<file path="src/design/apq_pkg.sv">
// ============================================================================
// apq_pkg
// Shared types and codes for the array priority queue: result status codes,
// controller states, and the command/status bundles between the controller
// and the datapath.
// ============================================================================
`default_nettype none

package apq_pkg;

  // Request kinds
  localparam logic REQ_INSERT = 1'b0;
  localparam logic REQ_REMOVE = 1'b1;

  // Result status codes
  typedef enum logic [1:0] {
    ST_INSERTED = 2'd0,
    ST_DROPPED  = 2'd1,
    ST_REMOVED  = 2'd2,
    ST_EMPTY    = 2'd3
  } status_t;

  // Controller states
  typedef enum logic [2:0] {
    S_IDLE,
    S_DECIDE,
    S_SCAN,
    S_SCAN_END,
    S_SHIFT_INIT,
    S_SHIFT,
    S_DONE
  } ctrl_state_t;

  // Commands from controller to datapath
  typedef struct packed {
    logic capture;     // latch an accepted request
    logic decide;      // resolve insert / drop / empty, or arm the scan
    logic scan_rd;     // read the next entry for the max search
    logic shift_init;  // point the shift pointer past the winner
    logic shift_rd;    // read the next entry to move down one slot
    logic commit;      // finish a remove: drop one entry, post the winner
    logic load_out;    // move the result into the output register
  } apq_cmd_t;

  // Status from datapath to controller
  typedef struct packed {
    logic req_remove;  // latched request is a remove
    logic empty;       // no entries held
    logic scan_last;   // the scan read now issued is the last held entry
    logic shift_done;  // no entries left to move
    logic out_busy;    // output register holds a result not yet taken
  } apq_stat_t;

endpackage : apq_pkg

`default_nettype wire

</file>
<file path="src/design/apq_if.sv">
// ============================================================================
// apq_req_if / apq_rsp_if
// Valid/ready channels of the array priority queue: the request channel
// carries insert and remove requests, the response channel one result each.
// ============================================================================
`default_nettype none

interface apq_req_if;
  logic        valid;
  logic        ready;
  logic        req_type;
  logic [15:0] client_id;
  logic [7:0]  prio;

  modport source (output valid, input ready, output req_type, output client_id,
                  output prio);
  modport sink   (input valid, output ready, input req_type, input client_id,
                  input prio);
endinterface : apq_req_if

interface apq_rsp_if;
  logic        valid;
  logic        ready;
  logic [1:0]  status;
  logic [15:0] out_client_id;
  logic [7:0]  out_prio;
  logic [7:0]  occupancy;

  modport source (output valid, input ready, output status, output out_client_id,
                  output out_prio, output occupancy);
  modport sink   (input valid, output ready, input status, input out_client_id,
                  input out_prio, input occupancy);
endinterface : apq_rsp_if

`default_nettype wire

</file>
<file path="src/design/apq_ctrl.sv">
// ============================================================================
// apq_ctrl
// Sequencer of the array priority queue: takes one request at a time, walks
// the datapath through the max scan and the gap-closing shift, and hands the
// result to the output register.
// ============================================================================
`default_nettype none

module apq_ctrl (
  input  wire logic              clk,
  input  wire logic              rst,
  input  wire logic              in_valid,
  output logic                   in_ready,
  input  wire apq_pkg::apq_stat_t stat,
  output apq_pkg::apq_cmd_t      cmd
);
  import apq_pkg::*;

  ctrl_state_t state;
  ctrl_state_t state_next;

  // State register
  always_ff @(posedge clk) begin
    if (rst) begin
      state <= S_IDLE;
    end else begin
      state <= state_next;
    end
  end

  // Next state and commands
  always_comb begin
    state_next = state;
    cmd        = '0;
    in_ready   = 1'b0;
    case (state)
      S_IDLE: begin
        in_ready = 1'b1;
        if (in_valid) begin
          cmd.capture = 1'b1;
          state_next  = S_DECIDE;
        end
      end
      S_DECIDE: begin
        cmd.decide = 1'b1;
        if (stat.req_remove && !stat.empty) begin
          state_next = S_SCAN;
        end else begin
          state_next = S_DONE;
        end
      end
      S_SCAN: begin
        cmd.scan_rd = 1'b1;
        if (stat.scan_last) begin
          state_next = S_SCAN_END;
        end
      end
      // last compare lands this cycle
      S_SCAN_END: begin
        state_next = S_SHIFT_INIT;
      end
      S_SHIFT_INIT: begin
        cmd.shift_init = 1'b1;
        state_next     = S_SHIFT;
      end
      S_SHIFT: begin
        if (stat.shift_done) begin
          cmd.commit = 1'b1;
          state_next = S_DONE;
        end else begin
          cmd.shift_rd = 1'b1;
        end
      end
      S_DONE: begin
        if (!stat.out_busy) begin
          cmd.load_out = 1'b1;
          state_next   = S_IDLE;
        end
      end
      default: begin
        state_next = S_IDLE;
      end
    endcase
  end

endmodule : apq_ctrl

`default_nettype wire

</file>
<file path="src/design/apq_dp.sv">
// ============================================================================
// apq_dp
// Datapath of the array priority queue: entry store, fill count, scan and
// shift pointers, running maximum and the output register.
// ============================================================================
`default_nettype none

module apq_dp #(
  parameter int DEPTH = 128
) (
  input  wire logic               clk,
  input  wire logic               rst,
  input  wire apq_pkg::apq_cmd_t  cmd,
  output apq_pkg::apq_stat_t      stat,
  input  wire logic               in_req_type,
  input  wire logic [15:0]        in_client_id,
  input  wire logic [7:0]         in_prio,
  output logic                    out_valid,
  input  wire logic               out_ready,
  output logic [1:0]              out_status,
  output logic [15:0]             out_client_id,
  output logic [7:0]              out_prio,
  output logic [7:0]              out_occupancy
);
  import apq_pkg::*;

  localparam int AW = (DEPTH > 1) ? $clog2(DEPTH) : 1;
  localparam int CW = $clog2(DEPTH + 1);

  // Entry store: {client_id, prio}
  logic [23:0]   mem [0:DEPTH-1];
  logic [23:0]   rdata;
  logic          mem_we;
  logic [AW-1:0] mem_waddr;
  logic [23:0]   mem_wdata;
  logic          mem_re;
  logic [AW-1:0] mem_raddr;

  // Request and search state
  logic          req_type;
  logic [15:0]   req_id;
  logic [7:0]    req_prio;
  logic [CW-1:0] fill;
  logic [CW-1:0] idx;
  logic [CW-1:0] shift_ptr;
  logic          rd_scan;
  logic          rd_shift;
  logic [AW-1:0] rd_pos;
  logic [AW-1:0] best_pos;
  logic [15:0]   best_id;
  logic [7:0]    best_prio;
  logic          better;
  status_t       res_status;
  logic [15:0]   res_id;
  logic [7:0]    res_prio;
  logic          full;

  assign full = (fill == CW'(DEPTH));

  // Status to controller
  assign stat.req_remove = (req_type == REQ_REMOVE);
  assign stat.empty      = (fill == '0);
  assign stat.scan_last  = (idx == fill - CW'(1));
  assign stat.shift_done = (shift_ptr >= fill);
  assign stat.out_busy   = out_valid && !out_ready;

  // Memory port selection
  assign mem_re    = cmd.scan_rd || cmd.shift_rd;
  assign mem_raddr = cmd.scan_rd ? idx[AW-1:0] : shift_ptr[AW-1:0];

  always_comb begin
    mem_we    = 1'b0;
    mem_waddr = fill[AW-1:0];
    mem_wdata = {req_id, req_prio};
    if (cmd.decide && req_type == REQ_INSERT && !full) begin
      mem_we = 1'b1;
    end else if (rd_shift) begin
      // move the entry just read down one slot
      mem_we    = 1'b1;
      mem_waddr = rd_pos - AW'(1);
      mem_wdata = rdata;
    end
  end

  always_ff @(posedge clk) begin
    if (mem_we) begin
      mem[mem_waddr] <= mem_wdata;
    end
    if (mem_re) begin
      rdata <= mem[mem_raddr];
    end
  end

  // Candidate beats the running best: higher prio, then smaller id
  assign better = (rd_pos == '0) || (rdata[7:0] > best_prio) ||
                  ((rdata[7:0] == best_prio) && (rdata[23:8] < best_id));

  // Control registers
  always_ff @(posedge clk) begin
    if (rst) begin
      fill      <= '0;
      rd_scan   <= 1'b0;
      rd_shift  <= 1'b0;
      out_valid <= 1'b0;
    end else begin
      rd_scan  <= cmd.scan_rd;
      rd_shift <= cmd.shift_rd;
      if (cmd.decide && req_type == REQ_INSERT && !full) begin
        fill <= fill + CW'(1);
      end else if (cmd.commit) begin
        fill <= fill - CW'(1);
      end
      if (cmd.load_out) begin
        out_valid <= 1'b1;
      end else if (out_ready) begin
        out_valid <= 1'b0;
      end
    end
  end

  // Payload registers
  always_ff @(posedge clk) begin
    if (cmd.capture) begin
      req_type <= in_req_type;
      req_id   <= in_client_id;
      req_prio <= in_prio;
    end

    // Resolve the simple outcomes and arm the scan
    if (cmd.decide) begin
      res_id   <= '0;
      res_prio <= '0;
      idx      <= '0;
      if (req_type == REQ_INSERT) begin
        res_status <= full ? ST_DROPPED : ST_INSERTED;
      end else begin
        res_status <= ST_EMPTY;
      end
    end

    if (cmd.scan_rd) begin
      idx <= idx + CW'(1);
    end
    if (mem_re) begin
      rd_pos <= mem_raddr;
    end

    // Track the running maximum
    if (rd_scan && better) begin
      best_pos  <= rd_pos;
      best_id   <= rdata[23:8];
      best_prio <= rdata[7:0];
    end

    if (cmd.shift_init) begin
      shift_ptr <= CW'(best_pos) + CW'(1);
    end else if (cmd.shift_rd) begin
      shift_ptr <= shift_ptr + CW'(1);
    end

    if (cmd.commit) begin
      res_status <= ST_REMOVED;
      res_id     <= best_id;
      res_prio   <= best_prio;
    end

    if (cmd.load_out) begin
      out_status    <= res_status;
      out_client_id <= res_id;
      out_prio      <= res_prio;
      out_occupancy <= 8'(fill);
    end
  end

endmodule : apq_dp

`default_nettype wire

</file>
<file path="src/design/array_priority_queue_top.sv">
// ============================================================================
// array_priority_queue_top
// Max-priority queue over an unsorted array of DEPTH entries.
// ============================================================================
// Usage:
//   req (sink): req_type 0 inserts {client_id, prio} after the last entry,
//   req_type 1 removes the entry with the largest prio (ties: smaller
//   client_id, then earlier position). Each request gives one response on
//   rsp (source): status, removed id/prio (zero unless removed), occupancy.
//   Requests are taken one at a time; req.ready is high only while idle.
//   An insert, a drop or an empty remove makes no pass over the entry
//   store. A remove over N held entries makes two passes through its
//   single read port: one pass reads all N entries for the max, a second
//   pass reads and rewrites the entries after the winner to close the gap.
//   The next request is taken the cycle after the response is loaded.
//   The result sits in an output register; while rsp is stalled it holds
//   and the next request waits at its last step until the register frees.
//   Reset (synchronous, active high) empties the queue and drops any
//   pending response; no clearing pass is needed.
// ============================================================================
`default_nettype none

module array_priority_queue_top #(
  parameter int DEPTH = 128
) (
  input  wire logic  clk,
  input  wire logic  rst,
  apq_req_if.sink    req,
  apq_rsp_if.source  rsp
);
  import apq_pkg::*;

  apq_cmd_t  cmd;
  apq_stat_t stat;

  apq_ctrl u_ctrl (
    .clk      (clk),
    .rst      (rst),
    .in_valid (req.valid),
    .in_ready (req.ready),
    .stat     (stat),
    .cmd      (cmd)
  );

  apq_dp #(
    .DEPTH (DEPTH)
  ) u_dp (
    .clk           (clk),
    .rst           (rst),
    .cmd           (cmd),
    .stat          (stat),
    .in_req_type   (req.req_type),
    .in_client_id  (req.client_id),
    .in_prio       (req.prio),
    .out_valid     (rsp.valid),
    .out_ready     (rsp.ready),
    .out_status    (rsp.status),
    .out_client_id (rsp.out_client_id),
    .out_prio      (rsp.out_prio),
    .out_occupancy (rsp.occupancy)
  );

endmodule : array_priority_queue_top

`default_nettype wire

</file>
<file path="src/flat_wrapper.sv">
// flat-port wrapper written by rule: the top's interface ports become plain ports
module array_priority_queue_top_flat import apq_pkg::*;
#(
  parameter int DEPTH = 128
)
  (clk, rst, req_valid, req_ready, req_req_type, req_client_id, req_prio, rsp_valid, rsp_ready, rsp_status, rsp_out_client_id, rsp_out_prio, rsp_occupancy);
  apq_req_if req_i ();
  apq_rsp_if rsp_i ();
  input  wire logic clk;
  input  wire logic rst;
  input wire logic [$bits(req_i.valid)-1:0] req_valid;
  output wire logic [$bits(req_i.ready)-1:0] req_ready;
  input wire logic [$bits(req_i.req_type)-1:0] req_req_type;
  input wire logic [$bits(req_i.client_id)-1:0] req_client_id;
  input wire logic [$bits(req_i.prio)-1:0] req_prio;
  output wire logic [$bits(rsp_i.valid)-1:0] rsp_valid;
  input wire logic [$bits(rsp_i.ready)-1:0] rsp_ready;
  output wire logic [$bits(rsp_i.status)-1:0] rsp_status;
  output wire logic [$bits(rsp_i.out_client_id)-1:0] rsp_out_client_id;
  output wire logic [$bits(rsp_i.out_prio)-1:0] rsp_out_prio;
  output wire logic [$bits(rsp_i.occupancy)-1:0] rsp_occupancy;
  assign req_i.valid = req_valid;
  assign req_ready = req_i.ready;
  assign req_i.req_type = req_req_type;
  assign req_i.client_id = req_client_id;
  assign req_i.prio = req_prio;
  assign rsp_valid = rsp_i.valid;
  assign rsp_i.ready = rsp_ready;
  assign rsp_status = rsp_i.status;
  assign rsp_out_client_id = rsp_i.out_client_id;
  assign rsp_out_prio = rsp_i.out_prio;
  assign rsp_occupancy = rsp_i.occupancy;
  array_priority_queue_top #(.DEPTH(DEPTH)) u_core (.clk(clk), .rst(rst), .req(req_i), .rsp(rsp_i));
endmodule
</file>
<file path="config.mk">
export PLATFORM = sky130hd
export DESIGN_NAME = array_priority_queue_top_flat
export DESIGN_NICKNAME = d
export VERILOG_FILES = /design/src/design/apq_pkg.sv /design/src/design/apq_if.sv /design/src/design/apq_ctrl.sv /design/src/design/apq_dp.sv /design/src/design/array_priority_queue_top.sv /design/src/flat_wrapper.sv
export SDC_FILE = /design/constraint.sdc
export NUM_CORES = 2
export LEC_CHECK = 0
export ABC_CLOCK_PERIOD_IN_PS = 10300
export BUFFER_PORTS_ARGS = -buffer_cell sky130_fd_sc_hd__buf_2
export CORE_MARGIN = 2
export CORE_UTILIZATION = 49
export DETAILED_ROUTE_END_ITERATION = 10
export PLACE_DENSITY_LB_ADDON = 0.25
export SLEW_MARGIN = 20
export SYNTH_ARGS = -nofsm -noshare
export SYNTH_HDL_FRONTEND = slang
export SYNTH_SLANG_ARGS = --single-unit
</file>
<file path="constraint.sdc">
create_clock -name clk -period 10.3 [get_ports clk]
set_clock_uncertainty 0.2 [all_clocks]
set_input_delay 1.545 -clock clk [delete_from_list [all_inputs] [get_ports clk]]
set_output_delay 1.545 -clock clk [all_outputs]
set_load 0.05 [all_outputs]
</file>
==> results by group <==
GRT
  – Total GRT Usage: 27.1%
  – Initial antenna violation count: 10
  – Largest net degree at the start of global routing: 139
  – M2 GR Usage: 40.6%
  – Vias in the first global route: 73.5k
  – Met3 usage: 7.05%
  – First-pass GRT wire length: 520 mm
  – Met1 usage: 38.4%
  – GRT overflow: 0
  – GRT Max-Usage Layer: met2

Place
  – Final GP Congestion: 0.887
  – IO buf count: 64
  – Post-Place Cells: 11.9k
  – HPWL Detailed: 196 mm

Clock network
  – Total CTS buffers: 335
  – CTS tree: built
  – CTS resizes: 0
  – Worst-Skew Late Latency: 0.98 ns
  – CTS clk-pin slew, worst paths: 0.06 ns
  – Clock Tree Buf Depth: 4
  – Root Driver: clkbuf_16
  – Clock sink count: 3249
  – Postcts setup bufs: 0
  – H-tree Lvls: 5
  – Hold-fix buffers, CTS: 0

STA
  – Slew Viols, Final: 0
  – Final Setup Violations: 0
  – Hold Vio Cnt, Final: 0
  – Highest Clock Rate: 157 MHz
  – TNS Setup: 0 ns
  – Worst slew margin: 17.8%
  – Worst-Margin Slew: around 1.2 ns
  – RSZ-0062 raised after global routing: no
  – Tmin final: 6.37 ns
  – Hold WS: about 0.22 ns
  – Period utilisation layout: 61.8%

Logic synthesis
  – Mapped Area: between 0.1 and 0.15 sq mm
  – Synthesis-stage register bit count: 3249
  – Mapped Cells: 8750
  – Synth Net Count: 8816
  – YS warnings: 0
  – Ys async rst share: 0%
  – Main flop type after synthesis: edfxtp_1
  – Post-synth cell types: 63
  – Syn avg cell area: 14.6 sq um
  – Number of synthesized flops with an enable pin: around 3.2k
  – Register area share after synthesis: roughly 76%

Cells and area
  – Area of the multi-input gates: 0.0285 sq mm
  – Leading cell type in the layout, fill and taps excluded: edfxtp_1
  – FILL cells: slightly above 20k
  – Share of cells above drive strength 1: 11.6%
  – Commonest cells after routing, fill and taps aside: edfxtp_1 (3233), nand2_1 (2143), nand3_1 (1093), mux2i_1 (425), clkbuf_16 (344)
  – FF/Latch Area: 0.0974 sq mm
  – Synth-to-layout area growth: 12.0%
  – Non-Filler Instances: 12.5k
  – Final-stage net count: roughly 8.9k

Drt
  – Vias per cell: 6.16
  – Post-route ant nets: 0
  – TritonRoute pass-1 iters: 6
  – Drt first-iter violations: 11.0k
  – Routed WL: 364 mm
  – # DRC: 0
  – Post-DR wirelength/cell: ~29 um
  – Total number of vias: 77.2k

Worst setup path
  – WS Path Type: reg2reg
  – Crit path required time: 10.78 ns
  – CP Max Fanout: between 100 and 150
  – Kind of start point of the critical path: flop
  – Worst setup EP type: flop
  – WP data arrival: between 6 and 7 ns

Job
  – Max_cap viols: 0

Pwr
  – Max VDD drop: 210 uV
  – Leak pwr: 0.0483 uW
  – Pwr dens: 228 mW/mm^2

Worst hold path
  – Hold Path Class: reg2reg

Floorplan
  – Core footprint: between 0.2 and 0.3 sq mm
  – Ports: 65
  – Die width: 515 um
  – Standard-cell row count: 187
  – Die area: 0.265 sq mm
  – Die Ht: 515 um
  – Starting density of the core: between 40% and 50%

Run status
  – Status: finished, final reports clean
-- worst max-delay path, cell delays in order (launching register included) --
cell and delay (ns):
dfxtp_1 0.56, or3b_1 0.72, a21oi_4 0.46, buf_12 0.59
buf_4 0.78, mux2i_1 0.27, mux2i_1 0.12, a32oi_1 0.38
nand4_1 0.61, nor4_1 0.68, buf_4 0.30, nand3_1 0.11
-- metal layers --
layer | routed length [um] | share of wire (%) | vias up
met3 | 42700 | 12 | 639
met1 | 145000 | 40 | 39100
met4 | 14400 | 4.0 | 6
met5 | 113 | 0.031 | -
li1 | - | - | 33100
met2 | 163000 | 45 | 4374
-- layout make-up --
class / instances / share of cell area (%)
Sequential cell: 3249 / 68.1
Multi-Input combinational cell: 4932 / 19.9
Clock buffer: 430 / 6.25
Tap cell: 3402 / 2.97
Timing Repair Buffer: 318 / 1.69
Clock inverter: 148 / 0.934
Inverter: 46 / 0.131
Antenna cell: 3 / 0.00525
-- sequential cells by signal, indices dropped and copies added (netlist names), 16 cells and up --
| signal | count |
|---|---|
| u_core.u_dp.best_id | 16 |
| u_core.u_dp.mem | 3072 |
| u_core.u_dp.out_client_id | 16 |
| u_core.u_dp.rdata | 24 |
| u_core.u_dp.req_id | 16 |
| u_core.u_dp.res_id | 16 |
-- power breakdown --
part	switching, uW	internal (uW)	total (uW)
combinational	4220	1500	5720
clock	4870	6730	11600
sequential	149	15100	15300
total	9240	23400	32600
-- path summary, 6_finish.rpt --
kind | start | end | cells after the start | slack, ns
max | u_core.u_ctrl.state[1]$_SDFFE_PP0P_ | u_core.u_dp.rdata[19]$_DFFE_PP_ | 11 | 3.93
min | u_core.u_dp.res_id[6]$_SDFFCE_PN0P_ | u_core.u_dp.out_client_id[6]$_DFFE_PP_ | 0 | 0.22
max reg2reg | u_core.u_ctrl.state[1]$_SDFFE_PP0P_ | u_core.u_dp.rdata[19]$_DFFE_PP_ | 11 | 3.93
min reg2reg | u_core.u_dp.res_id[6]$_SDFFCE_PN0P_ | u_core.u_dp.out_client_id[6]$_DFFE_PP_ | 0 | 0.22
-- cells in the mapped netlist (all sizes together) (4+ instances only) --
cell    number  area [sq um]
and2         6          37.5
nand3     1093          5470
or4         24           180
edfxtp    3233         97100
ha          37           463
nor2       191           717
a21oi      120           604
o21a         9          67.6
a22o        23           201
nand3b       4          30.0
o31ai        5          37.5
clkbuf     236           886
nor3b        5          37.5
xnor2       17           149
mux2i      429          4320
dfxtp       16           320
xor2        13           114
a31oi      101           632
inv         44           165
mux2         5          56.3
and3        55           344
o21ai       27           135
nand2b      12          75.1
nor4        26           163
mux4        95          2140
a21o         9          67.6
nand4       56           350
or2          7          46.3
nor2b        5          31.3
buf        287          1600
nor3        81           405
a32o        46           460
or3          6          37.5
a32oi      188          1650
o22ai       47           294
nand2     2168          8140
-- through the flow --
step           power, uW  area (sq um)  setup WS, ns  utilization (%)
2_1_floorplan      19000        128000          2.26                -
4_1_cts            32600        143000          4.17             55.1
3_5_place_dp       21200        133000          4.20             51.2
6_report           32600        143000          3.93             55.2
3_3_place_gp       21100        133000          3.63             51.2
5_1_grt            33600        143000          3.86             55.1
-- kinds of logic (layout without fill, tap and decap cells) --
kind of cell	count (synthesis)	after routing	share of synthesized area, %
buf+inv	569	942	2.08
simple gates	3744	3744	12.6
flops	3249	3249	76.3
mux	529	529	5.10
xor+xnor	30	30	0.206
compound gates	592	592	3.37
other cells	0	3	0
fa+ha+maj	37	37	0.362
Power figures use the tool's default switching activity.
